## config.mk

```make
export PLATFORM = sky130hd
export DESIGN_NAME = keyword_prefix_matcher_core_flat
export DESIGN_NICKNAME = d
export VERILOG_FILES = /design/src/hdl/kpm_pkg.sv /design/src/hdl/kpm_if.sv /design/src/hdl/kpm_char_bank.sv /design/src/hdl/keyword_prefix_matcher_core.sv /design/src/flat_wrapper.sv
export SDC_FILE = /design/constraint.sdc
export NUM_CORES = 2
export LEC_CHECK = 0
export ABC_AREA = 1
export BUFFER_PORTS_ARGS = -buffer_cell sky130_fd_sc_hd__buf_2
export CELL_PAD_IN_SITES_DETAIL_PLACEMENT = 2
export CELL_PAD_IN_SITES_GLOBAL_PLACEMENT = 2
export CORE_ASPECT_RATIO = 1.2
export CORE_MARGIN = 1.5
export CORE_UTILIZATION = 30
export CTS_CLUSTER_SIZE = 14
export DETAILED_ROUTE_END_ITERATION = 12
export PLACE_DENSITY = 0.59
export SETUP_SLACK_MARGIN = 0.2
export SLEW_MARGIN = 10
export SYNTH_ARGS = -nofsm -noshare
export SYNTH_HDL_FRONTEND = slang
export SYNTH_HIERARCHICAL = 1
export SYNTH_SLANG_ARGS = --single-unit
export TNS_END_PERCENT = 1
```

## constraint.sdc

```tcl
create_clock -name clock -period 7 [get_ports clock]
set_clock_uncertainty 0.05 [all_clocks]
set_input_delay 0.35 -clock clock [delete_from_list [all_inputs] [get_ports clock]]
set_output_delay 0.35 -clock clock [all_outputs]
set_load 0.01 [all_outputs]
```

## src/hdl/kpm_pkg.sv

```systemverilog
// Shared types and constants for the keyword prefix matcher.
// Used by the channel interfaces and every module of the block; no dependencies.
`default_nettype none

package kpm_pkg;

   localparam int KIND_W = 2;
   localparam int SLOT_W = 4;
   localparam int POS_W  = 4;
   localparam int CHAR_W = 8;
   localparam int LEN_W  = 5;

   typedef enum logic [KIND_W-1:0] {
      KIND_LOAD_CHAR = 2'd0,
      KIND_SET_LEN   = 2'd1,
      KIND_RESTART   = 2'd2,
      KIND_MATCH     = 2'd3
   } kind_type;

endpackage

`default_nettype wire

```

## src/hdl/kpm_if.sv

```systemverilog
// Valid/ready channel interfaces for request and response words.
// Depends on kpm_pkg for the field widths.
`default_nettype none

interface kpm_req_if
   import kpm_pkg::*;
   ();
   logic              valid;
   logic              ready;
   logic [KIND_W-1:0] kind;
   logic [SLOT_W-1:0] slot;
   logic [POS_W-1:0]  position;
   logic [CHAR_W-1:0] character;
   logic [LEN_W-1:0]  length;

   modport source (output valid, kind, slot, position, character, length, input ready);
   modport sink   (input valid, kind, slot, position, character, length, output ready);
endinterface

interface kpm_rsp_if
   import kpm_pkg::*;
   ();
   logic              valid;
   logic              ready;
   logic              found;
   logic              no_match;
   logic [SLOT_W-1:0] keyword_slot;

   modport source (output valid, found, no_match, keyword_slot, input ready);
   modport sink   (input valid, found, no_match, keyword_slot, output ready);
endinterface

`default_nettype wire

```

## src/hdl/kpm_char_bank.sv

```systemverilog
// Character memory of one keyword slot with a registered read port.
// A write to the address being read is forwarded into the read register.
`default_nettype none

module kpm_char_bank
   import kpm_pkg::*;
#(
   parameter int DEPTH = 16
) (
   input  wire logic                                     clock,
   input  wire logic                                     wr_en,
   input  wire logic [(DEPTH > 1 ? $clog2(DEPTH) : 1)-1:0] wr_addr,
   input  wire logic [CHAR_W-1:0]                        wr_data,
   input  wire logic [(DEPTH > 1 ? $clog2(DEPTH) : 1)-1:0] rd_addr,
   output logic      [CHAR_W-1:0]                        rd_data
);

   logic [CHAR_W-1:0] mem [DEPTH];
   logic [CHAR_W-1:0] rd_data_ff;

   always_ff @(posedge clock) begin
      if (wr_en) begin
         mem[wr_addr] <= wr_data;
      end
      if (wr_en && (wr_addr == rd_addr)) begin
         rd_data_ff <= wr_data;
      end else begin
         rd_data_ff <= mem[rd_addr];
      end
   end

   assign rd_data = rd_data_ff;

endmodule

`default_nettype wire

```

## src/hdl/keyword_prefix_matcher_core.sv

```systemverilog
// Keyword prefix matcher: every table slot is compared with the stream in parallel.
// A request word is held in the input register and its response word in the result register; one word
// is accepted per cycle, limited only by the response side taking its words.
// Reset is synchronous and clears the slot lengths, live mask, position, flags and
// valid bits; the character table is undefined until loaded.
// Depends on kpm_pkg, kpm_if and kpm_char_bank.
`default_nettype none

module keyword_prefix_matcher_core
   import kpm_pkg::*;
#(
   parameter int NUM_KEYWORDS    = 16,
   parameter int MAX_KEYWORD_LEN = 16
) (
   input wire logic   clock,
   input wire logic   reset,
   kpm_req_if.sink    req_if,
   kpm_rsp_if.source  rsp_if
);

   localparam int SLOT_IW = NUM_KEYWORDS > 1 ? $clog2(NUM_KEYWORDS) : 1;
   localparam int CHAR_IW = MAX_KEYWORD_LEN > 1 ? $clog2(MAX_KEYWORD_LEN) : 1;
   localparam int KLEN_W  = $clog2(MAX_KEYWORD_LEN + 1);

   // Input register.
   logic              in_valid_ff;
   kind_type          in_kind_ff;
   logic [SLOT_W-1:0] in_slot_ff;
   logic [POS_W-1:0]  in_pos_ff;
   logic [CHAR_W-1:0] in_char_ff;
   logic [LEN_W-1:0]  in_len_ff;

   // Matcher state.
   logic [KLEN_W-1:0]       len_ff [NUM_KEYWORDS];
   logic [KLEN_W-1:0]       len_in [NUM_KEYWORDS];
   logic [NUM_KEYWORDS-1:0] live_ff, live_in;
   logic [KLEN_W-1:0]       pos_ff, pos_in;
   logic                    found_ff, found_in;
   logic                    reject_ff, reject_in;
   logic [SLOT_W-1:0]       fslot_ff, fslot_in;

   // Result register.
   logic              rsp_valid_ff;
   logic              rsp_found_ff;
   logic              rsp_reject_ff;
   logic [SLOT_W-1:0] rsp_slot_ff;

   logic                    advance, fire, take;
   logic                    slot_ok, pos_ok;
   logic [KLEN_W-1:0]       pos_plus;
   logic [KLEN_W-1:0]       len_clamped;
   logic [NUM_KEYWORDS-1:0] char_we;
   logic [NUM_KEYWORDS-1:0] consumed;
   logic [NUM_KEYWORDS-1:0] survivors;
   logic [NUM_KEYWORDS-1:0] exact;
   logic                    single;
   logic [SLOT_IW-1:0]      hit_idx;
   logic [CHAR_W-1:0]       rd_char [NUM_KEYWORDS];

   assign advance       = !rsp_valid_ff || rsp_if.ready;
   assign fire          = in_valid_ff && advance;
   assign req_if.ready  = !in_valid_ff || advance;
   assign take          = req_if.valid && req_if.ready;

   assign slot_ok     = 32'(in_slot_ff) < NUM_KEYWORDS;
   assign pos_ok      = 32'(in_pos_ff) < MAX_KEYWORD_LEN;
   assign pos_plus    = KLEN_W'(pos_ff + 1'b1);
   assign len_clamped = (32'(in_len_ff) > MAX_KEYWORD_LEN) ? KLEN_W'(MAX_KEYWORD_LEN)
                                                           : KLEN_W'(in_len_ff);

   // Per-slot write enable and compare of the stream character against the character at the position.
   always_comb begin
      hit_idx = '0;
      for (int s = 0; s < NUM_KEYWORDS; s++) begin
         char_we[s]   = fire && (in_kind_ff == KIND_LOAD_CHAR) && slot_ok && pos_ok &&
                        (32'(in_slot_ff) == s);
         consumed[s]  = live_ff[s] && (len_ff[s] <= pos_ff);
         survivors[s] = live_ff[s] && (rd_char[s] == in_char_ff);
         exact[s]     = len_ff[s] == pos_plus;
         if (survivors[s]) begin
            hit_idx = hit_idx | SLOT_IW'(s);
         end
      end
      single = (survivors != '0) && ((survivors & (survivors - 1'b1)) == '0);
   end

   always_comb begin
      len_in    = len_ff;
      live_in   = live_ff;
      pos_in    = pos_ff;
      found_in  = found_ff;
      reject_in = reject_ff;
      fslot_in  = fslot_ff;
      if (fire) begin
         case (in_kind_ff)
            KIND_LOAD_CHAR: begin
            end
            KIND_SET_LEN: begin
               if (slot_ok) begin
                  len_in[SLOT_IW'(in_slot_ff)] = len_clamped;
               end
            end
            KIND_RESTART: begin
               for (int s = 0; s < NUM_KEYWORDS; s++) begin
                  live_in[s] = len_ff[s] != '0;
               end
               pos_in    = '0;
               found_in  = 1'b0;
               reject_in = 1'b0;
               fslot_in  = '0;
            end
            KIND_MATCH: begin
               if (!reject_ff) begin
                  if ((live_ff == '0) || (consumed != '0)) begin
                     reject_in = 1'b1;
                  end else begin
                     live_in = survivors;
                     pos_in  = pos_plus;
                     if (survivors == '0) begin
                        reject_in = 1'b1;
                     end else if (single && ((survivors & exact) != '0)) begin
                        found_in = 1'b1;
                        fslot_in = SLOT_W'(hit_idx);
                     end
                  end
               end
            end
            default: begin
            end
         endcase
      end
   end

   for (genvar g = 0; g < NUM_KEYWORDS; g++) begin : gen_bank
      kpm_char_bank #(
         .DEPTH (MAX_KEYWORD_LEN)
      ) u_bank (
         .clock   (clock),
         .wr_en   (char_we[g]),
         .wr_addr (CHAR_IW'(in_pos_ff)),
         .wr_data (in_char_ff),
         .rd_addr (CHAR_IW'(pos_in)),
         .rd_data (rd_char[g])
      );
   end

   always_ff @(posedge clock) begin
      if (reset) begin
         in_valid_ff  <= 1'b0;
         rsp_valid_ff <= 1'b0;
         live_ff      <= '0;
         pos_ff       <= '0;
         found_ff     <= 1'b0;
         reject_ff    <= 1'b0;
         fslot_ff     <= '0;
         for (int s = 0; s < NUM_KEYWORDS; s++) begin
            len_ff[s] <= '0;
         end
      end else begin
         if (take) begin
            in_valid_ff <= 1'b1;
         end else if (fire) begin
            in_valid_ff <= 1'b0;
         end
         if (fire) begin
            rsp_valid_ff <= 1'b1;
         end else if (rsp_if.ready) begin
            rsp_valid_ff <= 1'b0;
         end
         live_ff   <= live_in;
         pos_ff    <= pos_in;
         found_ff  <= found_in;
         reject_ff <= reject_in;
         fslot_ff  <= fslot_in;
         len_ff    <= len_in;
      end
   end

   always_ff @(posedge clock) begin
      if (take) begin
         in_kind_ff <= kind_type'(req_if.kind);
         in_slot_ff <= req_if.slot;
         in_pos_ff  <= req_if.position;
         in_char_ff <= req_if.character;
         in_len_ff  <= req_if.length;
      end
      if (fire) begin
         rsp_found_ff  <= found_in;
         rsp_reject_ff <= reject_in;
         rsp_slot_ff   <= found_in ? fslot_in : '0;
      end
   end

   assign rsp_if.valid        = rsp_valid_ff;
   assign rsp_if.found        = rsp_found_ff;
   assign rsp_if.no_match     = rsp_reject_ff;
   assign rsp_if.keyword_slot = rsp_slot_ff;

endmodule

`default_nettype wire

```

## src/flat_wrapper.sv

```systemverilog
// flat-port wrapper written by rule: the top's interface ports become plain ports
module keyword_prefix_matcher_core_flat import kpm_pkg::*;
#(
   parameter int NUM_KEYWORDS    = 16,
   parameter int MAX_KEYWORD_LEN = 16
)
  (clock, reset, req_if_valid, req_if_kind, req_if_slot, req_if_position, req_if_character, req_if_length, req_if_ready, rsp_if_valid, rsp_if_found, rsp_if_no_match, rsp_if_keyword_slot, rsp_if_ready);
  kpm_req_if req_if_i ();
  kpm_rsp_if rsp_if_i ();
  input wire logic clock;
  input wire logic reset;
  input wire logic [$bits(req_if_i.valid)-1:0] req_if_valid;
  input wire logic [$bits(req_if_i.kind)-1:0] req_if_kind;
  input wire logic [$bits(req_if_i.slot)-1:0] req_if_slot;
  input wire logic [$bits(req_if_i.position)-1:0] req_if_position;
  input wire logic [$bits(req_if_i.character)-1:0] req_if_character;
  input wire logic [$bits(req_if_i.length)-1:0] req_if_length;
  output wire logic [$bits(req_if_i.ready)-1:0] req_if_ready;
  output wire logic [$bits(rsp_if_i.valid)-1:0] rsp_if_valid;
  output wire logic [$bits(rsp_if_i.found)-1:0] rsp_if_found;
  output wire logic [$bits(rsp_if_i.no_match)-1:0] rsp_if_no_match;
  output wire logic [$bits(rsp_if_i.keyword_slot)-1:0] rsp_if_keyword_slot;
  input wire logic [$bits(rsp_if_i.ready)-1:0] rsp_if_ready;
  assign req_if_i.valid = req_if_valid;
  assign req_if_i.kind = req_if_kind;
  assign req_if_i.slot = req_if_slot;
  assign req_if_i.position = req_if_position;
  assign req_if_i.character = req_if_character;
  assign req_if_i.length = req_if_length;
  assign req_if_ready = req_if_i.ready;
  assign rsp_if_valid = rsp_if_i.valid;
  assign rsp_if_found = rsp_if_i.found;
  assign rsp_if_no_match = rsp_if_i.no_match;
  assign rsp_if_keyword_slot = rsp_if_i.keyword_slot;
  assign rsp_if_i.ready = rsp_if_ready;
  keyword_prefix_matcher_core #(.NUM_KEYWORDS(NUM_KEYWORDS), .MAX_KEYWORD_LEN(MAX_KEYWORD_LEN)) u_core (.clock(clock), .reset(reset), .req_if(req_if_i), .rsp_if(rsp_if_i));
endmodule
```

Yosys cells after proc, flatten, opt, wreduce, memory -nomap -nowiden
Memory sizes are Yosys's and may differ from the RTL's. A register that Yosys moved wholly into a read port is not among the register bits.
Index checks and enable logic that the tools add are counted.
{ "totals": {"input_bits": 27, "output_inout_bits": 8, "ramBits": 2048, "elab_cells": 291, "regBits": 138, "n_memories": 16} }
{ "mem_list": {"columns": ["name", "depth", "word_bits", "read_ports", "rd_ports_with_merged_regs", "wr", "line_no", "text"], "rows": [
  ["u_core.gen_bank[0].u_bank.mem", 16, 8, 1, 1, 1, "kpm_char_bank.sv:18", "logic [CHAR_W-1:0] mem [DEPTH];"],
  ["u_core.gen_bank[10].u_bank.mem", 16, 8, 1, 1, 1, "kpm_char_bank.sv:18", null],
  ["u_core.gen_bank[11].u_bank.mem", 16, 8, 1, 1, 1, "kpm_char_bank.sv:18", null],
  ["u_core.gen_bank[12].u_bank.mem", 16, 8, 1, 1, 1, "kpm_char_bank.sv:18", null],
  ["u_core.gen_bank[13].u_bank.mem", 16, 8, 1, 1, 1, "kpm_char_bank.sv:18", null],
  ["u_core.gen_bank[14].u_bank.mem", 16, 8, 1, 1, 1, "kpm_char_bank.sv:18", null],
  ["+10 memories", null, null, null, null, null, null, null]
]} }
{ "classes": {"bitwise_logic": 3, "addsub": 2, "n_mux": 79, "n_eq_ne": 52, "n_reduce_logical": 88, "order_cmp": 19} }
{ "ops": {"columns": ["cell", "count"], "rows": [
  ["$eq 8x8->1", 16],
  ["$bwmux 80", 1],
  ["$eq 5x5->1", 16],
  ["$le 5x5->1", 16],
  ["$reduce_bool 5->1", 16],
  ["$mux 4", 14],
  ["$logic_and 1x1->1", 54],
  ["$logic_not 16->1", 3],
  ["$reduce_bool 16->1", 3],
  ["$mux 1", 46],
  ["$and 16x16->16", 2],
  ["$eq 4x4->1 const B", 8],
  ["$mux 16", 2],
  ["$pmux 16 s2", 1],
  ["$demux 5 s4", 1],
  ["$mux 5", 4],
  ["$eq 4x3->1 const B", 4],
  ["$sub 16x1->16 const B", 1],
  ["$mux 3", 4],
  ["$pmux 5 s2", 1],
  ["$eq 4x2->1 const B", 2],
  ["$pmux 4 s2", 1],
  ["$reduce_bool 2->1", 3],
  ["$add 5x1->5 const B", 1],
  ["16 further kinds", 23]
]} }

Longest topological paths before layout
{ "logic_depth": {"word_depth": 23, "ltp_mapped": 29, "ltp_nobuf": 28} }

Cells and area by module
The synthesis kept the hierarchy.
{ "by_module_without_submodules": {"columns": ["module", "instances", "area_per_inst_um2", "seq_area_each_um2", "cells_each"], "rows": [
  ["kpm_char_bank", 16, 5686.7, 3923.8, 547],
  ["keyword_prefix_matcher_core", 1, 12470.7, 3052.9, 2052]
]} }

Least setup slack after synthesis
OpenSTA, ideal clock, no wires.
{ "synth_path": {"kind": "register to register", "from": "register u_core.in_char_ff[7]", "to": "register u_core.rsp_slot_ff[0] (netlist: u_core/rsp_if.keyword_slot[0]) (data pin)", "setup_ps": 258, "arrival_time_ps": 5270, "setup_slack_ps": 1421, "required_ps": 6692, "path_stages_with_launch": 20, "cell_sequence": "edfxtp_1 > buf_4 > buf_6 > nand2_1 > nand2_1 > nor2_1 > nand3_1 > nor2_1 > nor2_2 > nand2_2 > o21ai_0 > nand2_1 > nor2_2 > nand2_2 > nor2_4 > nand3_1 > nand2_1 > nand3_1 > nand2_1 > a21oi_2"} }
{ "synth_via": {"elab_chain_cells": 23, "word_cells_on_any_way": 68, "classes_between": "add/sub: 1; eq/ne: 16; mux: 27; bitwise: 2; reduce/logical: 22"} }
{ "synth_rtl": {"columns": ["element", "line_no", "text"], "rows": [
  ["start, declared", "keyword_prefix_matcher_core.sv:30", "logic [CHAR_W-1:0] in_char_ff;"],
  ["start signal, assigned", "keyword_prefix_matcher_core.sv:184", "in_char_ff <= req_if.character;"],
  ["$eq 8x8->1", "keyword_prefix_matcher_core.sv:78", "survivors[s] = live_ff[s] && (rd_char[s] == in_char_ff);"],
  ["$logic_and 1x1->1", "keyword_prefix_matcher_core.sv:78", null],
  ["$mux 1", "keyword_prefix_matcher_core.sv:80", "if (survivors[s]) begin"],
  ["$mux 2 (2 in a row)", "keyword_prefix_matcher_core.sv:80", null],
  ["$mux 3 (4 in a row)", "keyword_prefix_matcher_core.sv:80", null],
  ["$mux 4 (8 in a row)", "keyword_prefix_matcher_core.sv:80", null],
  ["$mux 4", "keyword_prefix_matcher_core.sv:121", "end else if (single && ((survivors & exact) != '0)) begin"],
  ["$mux 4", "keyword_prefix_matcher_core.sv:119", "if (survivors == '0) begin"],
  ["$mux 4", "keyword_prefix_matcher_core.sv:114", "if ((live_ff == '0) || (consumed != '0)) begin"],
  ["$mux 4", "keyword_prefix_matcher_core.sv:113", "if (!reject_ff) begin"],
  ["$pmux 4 s2", "keyword_prefix_matcher_core.sv:95", "case (in_kind_ff)"],
  ["$mux 4", "keyword_prefix_matcher_core.sv:94", "if (fire) begin"],
  ["end signal, assigned", "keyword_prefix_matcher_core.sv:190", "rsp_slot_ff <= found_in ? fslot_in : '0;"],
  ["end, declared", "keyword_prefix_matcher_core.sv:46", "logic [SLOT_W-1:0] rsp_slot_ff;"]
]} }
Parallel ways exist; a longest one is shown, timed or not.
A chain may end at the register's enable or synchronous reset.

==> results.py <==
metrics = {
    "logic_synthesis": {
        "syn_area_per_cell_um2": 9.576,
        "ys_warn_count": 6,
        "yosysTopAreaCell": "edfxtp_1",
        "ys_seq_elements": 2250,
        "ys_top_cells_by_count": "nand2_1, edfxtp_1, inv_1, nand3_1, nor2_1",
        "async_reset_ff_frac": 0,
        "yosysUniqueCellTypes": 49,
        "syn_nets": 10910,
        "synth_edf_count": 2077,
        "yosysMostFrequentCell": "nand2_1",
        "synth_top_cell_area_share": 0.6029,
        "syn_inst": 10800,
        "synth.cell_area_um2": 103500,
        "synthTopCellsByArea": "edfxtp_1, nand2_1, nand3_1, inv_1, dfxtp_1",
        "synthFlopType": "edfxtp_1",
        "yosysSeqAreaShare": 0.6363,
    },
    "die": {
        "die-width_um": 539.1,
        "dieArea_um2": 348400,
        "core.rowCount": 236,
        "die_h_um": 646.3,
        "io-pin-count": 35,
        "start_util": 0.3010,
        "design.core.area_um2": 343700,
    },
    "routing": {
        "vias": 74900,
        "initialDrtViolationCount": 3725,
        "vias_per_cell": 4.816,
        "dr.pass1.iters": 5,
        "wl_per_cell_um": 23.37,
        "drt_wl_total_mm": 363.5,
        "antenna_left": 0,
        "drc": 0,
    },
    "place": {
        "gp_routability_congestion": 0.8036,
        "dp_cells": 15040,
        "io_buffers": 34,
        "hpwl_mm": 225.1,
        "dpl-instance-area_um2": 107300,
    },
    "grt": {
        "grt_pass1_vias": 82030,
        "antenna_found_initial": 22,
        "grt_first_pass_wirelength_mm": 539.2,
        "met2_usage": 0.3700,
        "grt-ovfl-total": 0,
        "grtUsageMet1": 0.2620,
        "grt_usage": 0.2059,
        "grt_max_degree": 99,
        "use_met3": 0.02289,
        "top_usage_layer": "met2",
    },
    "pwr": {
        "p_per_area_nw_per_um2": 283.2,
        "power.leakage_nw": 48.42,
        "p_total_mw": 32.85,
        "peakVddDrop_mv": 0.1512,
    },
    "worst_setup_path": {
        "required_ps": 7610,
        "crit_fanout": 64,
        "worstSetupStartpointType": "flop",
        "worstPathArrival_ps": 5330,
        "endpoint_kind": "flop",
        "path_class": "flop to flop",
    },
    "sta": {
        "period_share": 0.6747,
        "setup_violations": 0,
        "setup_tns_ps": 0,
        "drv_slew": 0,
        "tightest_slew_ps": 1164,
        "rsz0062_at_grt": "false",
        "clock.fmax_mhz": 211.7,
        "maxSlewHeadroom": 0.2228,
        "min_period_ps": 4723,
        "hold_violations": 0,
    },
    "cts": {
        "cts_tree": "yes",
        "clkSinkCount": 2250,
        "clockBufferDepth": 4,
        "clk_pin_slew_ps": 70,
        "cts_resized": 0,
        "cts-root-buf": "clkbuf_16",
        "numCtsBuffers": 267,
        "clk_latency_ps": 900,
        "cts_max_level": 5,
    },
    "hold_path": {
        "hold_class": "input pin to flop",
    },
    "cells_and_area": {
        "nets": 10920,
        "area_delta_synth_final_pct": 12.12,
        "nFillCells": 37660,
        "layout.cells.non_filler": 15550,
        "drive_gt1_frac": 0.05868,
        "postLayoutCellArea_um2": 116000,
        "fin_util": 0.3375,
    },
    "run_status": {
        "status": "finished clean",
    },
    "flow_run": {
        "max_cap_violations": 0,
    },
}
## worst max-delay path, stage by stage, from the launching register on
cell and delay [ps]:
dfxtp_2 420, clkinv_2 800, nand2_1 280, nand3_1 100, nand3_1 180, nand3_1 190
nand2_1 170, inv_1 70, nand2_1 90, nand2_1 70, nor3_1 240, nand3_2 280
inv_1 290, nand3_1 140, nand2_1 180, nor2_1 70, nand2_1 70, nor2_1 60
nor2_4 210, nand3_1 130, nand2_1 80, nand3_1 70, nand2_1 110, a21oi_2 60
## cell type report
type / instances / area [µm²] / area share
Antenna cell: 6 / 15.01 / 0.0001294
Clock buffer: 353 / 7138 / 0.06154
Clock inverter: 127 / 1241 / 0.01070
Inverter: 1936 / 7287 / 0.06282
Multi-Input combinational cell: 6176 / 27250 / 0.2349
Sequential cell: 2250 / 65860 / 0.5678
Tap cell: 4522 / 5658 / 0.04878
Timing Repair Buffer: 184 / 1546 / 0.01333
## power by group
| group | total [mW] | switching [mW] | internal, mW |
|---|---|---|---|
| combinational | 4.27 | 3.21 | 1.06 |
| clock | 13.7 | 5.83 | 7.86 |
| sequential | 14.9 | 0.144 | 14.7 |
| total | 32.8 | 9.18 | 23.7 |
## routing by layer
metal / vias up / wire length (µm)
met5: - / 0
met4: 0 / 8669
met3: 439 / 11030
met2: 991 / 183900
met1: 38620 / 159900
li1: 34860 / -
## sequential cells by signal, summed over array words and instances (netlist names), 5 cells and up, named ones only
signal,flops
u_core/in_len_ff,5
u_core/live_ff,16
u_core/in_char_ff,8
u_core/pos_ff,5
u_core/gen_bank.u_bank/mem,2048
u_core/len_ff,80
## timing repair
action / in CTS / in global routing
hold endpoints to repair: 25 / 0
setup buffers: 0 / 0
hold buffers: 25 / 0
## cells in the final DEF, fill, tap and decap left out, drive strengths merged
| cell type | count |
|---|---|
| a211oi | 7 |
| a21boi | 5 |
| a21o | 1 |
| a21oi | 165 |
| a31oi | 7 |
| and2 | 4 |
| buf | 159 |
| bufinv | 17 |
| clkbuf | 353 |
| clkinv | 89 |
| clkinvlp | 6 |
| dfxtp | 173 |
| diode | 6 |
| dlygate4sd3 | 25 |
| edfxtp | 2077 |
| ha | 81 |
| inv | 1951 |
| nand2 | 3385 |
| nand3 | 1664 |
| nand3b | 35 |
| nand4 | 49 |
| nor2 | 539 |
| nor3 | 15 |
| nor4 | 6 |
| o21a | 1 |
| o21ai | 146 |
| o221ai | 8 |
| o22ai | 4 |
| o2bb2ai | 2 |
| o41ai | 8 |
| or2 | 4 |
| or4 | 1 |
| xnor2 | 27 |
| xor2 | 12 |
## worst paths after layout
kind	cells past startpoint	slack (ps)	to	start
hold reg to reg	2	420	u_core/len_ff[10]$_SDFFE_PP0P_	u_core/len_ff[10]$_SDFFE_PP0P_
setup reg to reg	23	2280	u_core/rsp_if.keyword_slot[3]$_SDFFCE_PN0P_	flop
hold / removal	3	90	u_core/reject_ff$_SDFF_PP0_	reset
setup / recovery	23	2280	u_core/rsp_if.keyword_slot[3]$_SDFFCE_PN0P_	flop
## stage by stage
stage                     hold WS (ps)  worst slack [ps]
after CTS                        1.722              2252
after floorplan                  395.3              1421
after global placement           408.4              2359
final                            89.59              2277
after detailed placement         414.0              2272
after global routing             54.02              1742
## kinds of logic after synthesis
family	count (synthesis)	synth area share
xor+xnor	39	0.003302
flops	2250	0.6363
buf+inv	2378	0.1004
compound gates	354	0.01843
simple gates	5702	0.2317
fa+ha+maj	81	0.009796
Note: power is estimated with default switching activity, not from simulation.
